File: src/hdl/lskhc_pkg.sv
// Shared types and constants of the size-keyed handle cache.
`default_nettype none
package lskhc_pkg;

    localparam int unsigned KEY_W   = 13;
    localparam int unsigned STAMP_W = 64;
    // Covers the largest supported slot count of 256.
    localparam int unsigned IDX_W   = 8;

    // Operation codes carried in the input tuser.
    localparam logic       OP_REQ     = 1'b0;
    localparam logic       OP_CLR     = 1'b1;

    // Status codes carried in the output tuser.
    localparam logic [1:0] ST_HIT     = 2'd0;
    localparam logic [1:0] ST_LOADED  = 2'd1;
    localparam logic [1:0] ST_FAILED  = 2'd2;
    localparam logic [1:0] ST_CLEARED = 2'd3;

    // Search token that travels down the row of slot cells.
    typedef struct packed {
        logic               vld;
        logic               hit;
        logic [IDX_W-1:0]   hit_idx;
        logic               free;
        logic [IDX_W-1:0]   free_idx;
        logic               have_min;
        logic [IDX_W-1:0]   min_idx;
        logic [STAMP_W-1:0] min_stamp;
        logic [KEY_W-1:0]   min_key;
    } t_scan;

    // Update broadcast from the controller to every cell.
    typedef struct packed {
        logic               clr;
        logic               en;
        logic [IDX_W-1:0]   idx;
        logic               valid;
        logic [KEY_W-1:0]   key;
        logic [STAMP_W-1:0] stamp;
    } t_wr;

endpackage
`default_nettype wire

File: src/hdl/lskhc_cell.sv
// One slot cell: holds a slot's valid bit, key and stamp and folds them into the search token.
`default_nettype none
module lskhc_cell #(
    parameter int unsigned CELL_IDX = 0
) (
    input  wire logic                         i_clk,
    input  wire logic                         i_rst_n,
    input  wire lskhc_pkg::t_scan             i_tok,
    input  wire logic [lskhc_pkg::KEY_W-1:0]  i_key,
    input  wire lskhc_pkg::t_wr               i_wr,
    output lskhc_pkg::t_scan                  o_tok
);
    import lskhc_pkg::*;

    localparam logic [IDX_W-1:0] MY_IDX = IDX_W'(CELL_IDX);

    logic               r_valid;
    logic [KEY_W-1:0]   r_key;
    logic [STAMP_W-1:0] r_stamp;
    t_scan              r_tok;
    t_scan              n_tok;

    always_comb begin
        n_tok = i_tok;
        if (!i_tok.hit && r_valid && (r_key == i_key)) begin
            n_tok.hit     = 1'b1;
            n_tok.hit_idx = MY_IDX;
        end
        if (!i_tok.free && !r_valid) begin
            n_tok.free     = 1'b1;
            n_tok.free_idx = MY_IDX;
        end
        // Strict compare keeps the lowest index on equal stamps.
        if (!i_tok.have_min || (r_stamp < i_tok.min_stamp)) begin
            n_tok.have_min  = 1'b1;
            n_tok.min_idx   = MY_IDX;
            n_tok.min_stamp = r_stamp;
            n_tok.min_key   = r_key;
        end
    end

    always_ff @(posedge i_clk) begin
        if (!i_rst_n) begin
            r_valid   <= 1'b0;
            r_tok.vld <= 1'b0;
        end else begin
            r_tok <= n_tok;
            if (i_wr.clr) begin
                r_valid <= 1'b0;
            end else if (i_wr.en && (i_wr.idx == MY_IDX)) begin
                r_valid <= i_wr.valid;
                if (i_wr.valid) begin
                    r_key   <= i_wr.key;
                    r_stamp <= i_wr.stamp;
                end
            end
        end
    end

    assign o_tok = r_tok;

endmodule
`default_nettype wire

File: config.mk
export PLATFORM = sky130hd
export DESIGN_NAME = lskhc_cell
export DESIGN_NICKNAME = d
export VERILOG_FILES = /design/src/hdl/lskhc_pkg.sv /design/src/hdl/lskhc_cell.sv
export SDC_FILE = /design/constraint.sdc
export NUM_CORES = 1
export LEC_CHECK = 0
export BUFFER_PORTS_ARGS = -buffer_cell sky130_fd_sc_hd__buf_2
export CORE_ASPECT_RATIO = 2
export CORE_MARGIN = 5
export CORE_UTILIZATION = 37
export DETAILED_ROUTE_END_ITERATION = 16
export PLACE_DENSITY = 0.75
export SLEW_MARGIN = 20
export SYNTH_ARGS = -nofsm -noshare
export SYNTH_HDL_FRONTEND = slang
export SYNTH_SLANG_ARGS = --single-unit
File: constraint.sdc
create_clock -name i_clk -period 10.6 [get_ports i_clk]
set_input_delay 1.06 -clock i_clk [delete_from_list [all_inputs] [get_ports i_clk]]
set_output_delay 1.06 -clock i_clk [all_outputs]
set_load 0.005 [all_outputs]
# Yosys cells after proc, flatten, opt, wreduce, memory -nomap -nowiden
# Index checks and enable logic that the tools add are counted.
# classes
n_reduce_logical,12
div_mod_pow,0
mul,0
shifts,0
eq_ne,1
n_mux,1
n_addsub,0
n_bitwise,2
magnitude_cmp,1
# ops
operator,n
77-bit two-way mux,1
64-bit less-than comparator,1
13-bit == test,1
8-bit logical NOT,1
1-bit logical AND,4
1-bit logical NOT,4
4-bit AND reduction,1
1-bit inverter,2
2-bit OR reduction,1
1-bit logical OR,1
# word_totals
register_bits,183
latchBits,0
out_inout_bits,105
in_bits,208
ram_bits,0
memories,0
mem_bits_ro,0
wordCells,29

# Logic depth before layout (Yosys ltp)
# depth
ltp_word,3
depth_mapped,10
depth_no_buf,8

# Worst setup path after synthesis
# No wires, ideal clock.
# synth_path
path_kind,input-to-reg
start,input port i_wr[80] (netlist name)
end,register r_key[0] (enable)
t_required_ps,9895
setup_time_ps,705
t_arrival_ps,8882
stages,3
setup_slack_ps,1012
path_buffers,0
cell_sequence,nor4_1 -> nand4b_1 -> nor4bb_1
# synth_between
elab_chain_cells,3
# synth_rtl
element,line_no,source
start: declaration,lskhc_cell.sv:10,"input wire lskhc_pkg::t_wr i_wr,"
8-bit logical NOT,lskhc_cell.sv:50,end else if (i_wr.en && (i_wr.idx == MY_IDX)) begin
1-bit logical AND,lskhc_cell.sv:50,
4-bit AND reduction (no line),--,
end signal: assignment,lskhc_cell.sv:53,r_key <= i_wr.key;
end: declaration,lskhc_cell.sv:18,logic [KEY_W-1:0] r_key;
# Every way passes these cells.
# A chain may end at the register's enable or synchronous reset.

==> reports/results.tsv <==
stage	metric	value	unit
sta	setup_viol	0	
sta	finalHoldViolCount	0	
synth	synth.ff_latch_count	183	
drt	viasPerCell	4.75	
power	power_frac_seq	52.3	%
synth	synth_area	8390	um2
min_path	worstHoldStart	r_valid$_SDFFE_PN0P_	
placement	place_congestion	0.828	
final_layout	drive_gt1_share	42.4	%
final_layout	multi_input_area	2580	um2
clocking	hold_buffers	0	
grt	grt_max_degree	68	
clocking	cts_setup_buffers	0	
sta	worst_clock_skew	0.00905	ns
drt	wl	22000	um
min_path	whs_endpoint	o_tok[94]$_SDFFCE_PP1P_	
power	comb_power_share	8.5	%
setup_path	cp_max_fo	67	
setup_path	cp.required	10.79	ns
run	maxCapViolations	0	
power	p_sw	0.000345	W
setup_path	critPathArrivalTime	4.03	ns
placement	place_area	10300	um2
clocking	insertion_delay	0.44	ns
synth	synth_warnings	0	
drt	detail-route-antenna-nets	0	
placement	dpl.hpwl	17100	um
synth	synthCells	561	
clocking	numCtsBuffers	17	
drt	drt-initial-drc-count	263	
synth	synth.area.top_cells	edfxtp_1 65%, ha_1 9.4%, mux2_1 5.6%	
die	fp.coreArea	22500	um2
die	initial_utilization	37.2	%
sta	fin_setup_tns	0	ns
placement	post-place-ws	6.20	ns
power	p_clk_share	39.3	%
drt	drc	0	
grt	antenna_found_initial	11	
sta	relSlewSlack	35.9	%
sta	tightest_slew	0.962	ns
clocking	clockRootBuffer	clkbuf_16	
synth	synth_fp_nets	832	
run_status	outcome	completed	
setup_path	worstReg2RegEnd	o_tok[50]$_DFFE_PP_	
sta	final-max-slew-violation-count	0	
clocking	htree_levels	4	
final_layout	nets	1159	
final_layout	finalInstanceArea	10900	um2
final_layout	seqCellArea	5480	um2
clocking	clk_pin_slew	0.07	ns
setup_path	crit_type	in2reg	
die	dieArea	26000	um2
drt	drt-wirelength-per-cell	18.5	um
die	io_pins	313	
power	power_density	145	nW/um2
power	swShare	21.9	%
synth	synth_top_flop_cell	edfxtp_1	
sta	whs	0.519	ns
power	leakage	4.75	nW
synth	synth_top_area_share	64.8	%
synth	synthArstFlopShare	0	%
die	die_h	223	um
synth	synth_common_cells	181 x edfxtp_1, 75 x inv_1, 63 x ha_1	
drt	via_count	5636	
power	vdd_drop_max	0.000123	V
setup_path	end_kind	flip-flop	
setup_path	r2r_start	r_stamp[59]$_DFFE_PP_	
min_path	hp-class	reg2reg	
setup_path	startpoint_type	primary input	
final_layout	nFillCells	2023	
synth	synth_top_area_cell	edfxtp_1	
power	intPower	0.00123	W
final_layout	area_delta_synth_final	29.5	%
clocking	cts_tree	done	
setup_path	reg2reg_slack	7.06	ns
die	die_x	116	um
clocking	cts_sinks	183	
grt	grt_first_pass_wirelength	32800	um
synth	ys_seq_area_share	65.3	%
clocking	ctsResizeCount	0	
synth	synth-edff-count	181	
drt	dr.pass1.iters	4	
synth	synthDistinctLibCells	37	
grt	grt_pass1_vias	6120	
sta	period_share	36.3	%
sta	fin_crit	3.85	ns
placement	numPortBuffers	312	
synth	yosysMostFrequentCell	edfxtp_1	
sta	rsz0062_at_grt	false	
synth	avgSynthCellArea	15.0	um2
sta	fmax	260	MHz
clocking	clk_path_buf_depth	2	
die	rows	78	
grt	grt.overflow.total	0	
setup_path	worstRegToRegCells	8	
min_path	whs_path_depth	1	
grt	grt_usage	17.2	%
sta	fin_ws	6.75	ns
==> cells in the final DEF (no fill, tap or decap), types with 2 or more instances in the layout <==
master	n
inv_1	75
nand4_1	13
o21ai_0	12
clkbuf_1	3
nand3_1	6
buf_2	311
ha_1	63
clkinvlp_4	2
diode_2	6
xnor2_1	4
nor2_1	14
bufinv_16	2
nand2b_1	4
clkinv_4	3
dfxtp_1	2
nand2_1	18
nor2b_1	8
clkbuf_16	17
nor4_1	6
a21oi_1	27
clkinv_2	3
a221oi_1	3
and2_1	9
buf_4	6
edfxtp_1	181
xor2_1	9
mux2_1	42
mux2_2	35
a31oi_1	2
nor3_1	5
==> through the flow <==
stage	utilization, %	power, W	instances
3_3_place_gp	45.6	0.000972	1149
5_1_grt	48.2	0.00164	1185
4_1_cts	48.1	0.00160	1181
6_report	48.2	0.00158	1187
2_1_floorplan	-	0.000891	561
3_5_place_dp	45.6	0.000975	1149
==> worst max-delay path, cell delays in order <==
cell,delay (ns)
buf_2,0.09
inv_1,0.04
ha_1,0.29
nand3_1,0.17
nor4_1,0.77
nand4_1,0.23
a31oi_1,0.34
o41ai_4,0.12
buf_4,0.43
mux2_1,0.45
==> power by group through the flow <==
stage	clock network [W]	logic (W)	registers (W)
6_report	0.000620	0.000134	0.000824
5_1_grt	0.000665	0.000149	0.000826
4_1_cts	0.000637	0.000137	0.000824
3_5_place_dp	0	0.000135	0.000840
3_3_place_gp	0	0.000132	0.000840
2_1_floorplan	0	0.0000481	0.000843
==> area by class of cell <==
cell class	instances	area share, %
flip-flops and latches	183	50.4
multi-input cells	294	23.7
repair buffers	317	14.7
clock buffers	20	4.02
well taps	280	3.22
inverters	75	2.59
clock inverters	12	1.19
diodes	6	0.138
==> worst max-delay path by stage <==
stage,startpoint,endpoint,slack (ns),cells after the start
4_1_cts,i_tok[72],o_tok[69]$_DFFE_PP_,6.67,10
2_1_floorplan,i_wr[80],r_key[0]$_DFFE_PP_,1.01,3
5_1_grt,i_tok[72],o_tok[74]$_DFFE_PP_,6.55,10
3_5_place_dp,i_tok[72],o_tok[72]$_DFFE_PP_,6.20,10
6_report,i_tok[72],o_tok[50]$_DFFE_PP_,6.75,10
3_3_place_gp,i_tok[72],o_tok[73]$_DFFE_PP_,6.29,10
==> routing by layer <==
| layer | part of all wire, % | wire (um) | vias up | track usage [%] |
|---|---|---|---|---|
| li1 | - | - | 2733 | - |
| met5 | 0.34 | 75 | - | 0 |
| met4 | 3.1 | 678 | 10 | 8.32 |
| met3 | 6.9 | 1510 | 41 | 5.48 |
| met2 | 55 | 12200 | 185 | 31.2 |
| met1 | 34 | 7570 | 2667 | 17.1 |
==> kinds of logic after synthesis <==
| logic type | count (synthesis) | synth area share, % |
|---|---|---|
| xor gates and xnor gates | 13 | 1.36 |
| AOI/OAI and AO/OA | 51 | 3.55 |
| DFF | 183 | 65.3 |
| adders and majority gates | 63 | 9.39 |
| other | 1 | 0.0447 |
| and+or+nand+nor | 88 | 5.61 |
| muxes | 78 | 10.5 |
| buffers and inverters | 84 | 4.34 |
==> state kept, by name, summed over array words and instances (netlist names) <==
| name | count |
|---|---|
| r_valid | 1 |
| r_key | 13 |
| r_stamp | 64 |
| o_tok | 105 |
(Power assumes the default switching activity.)
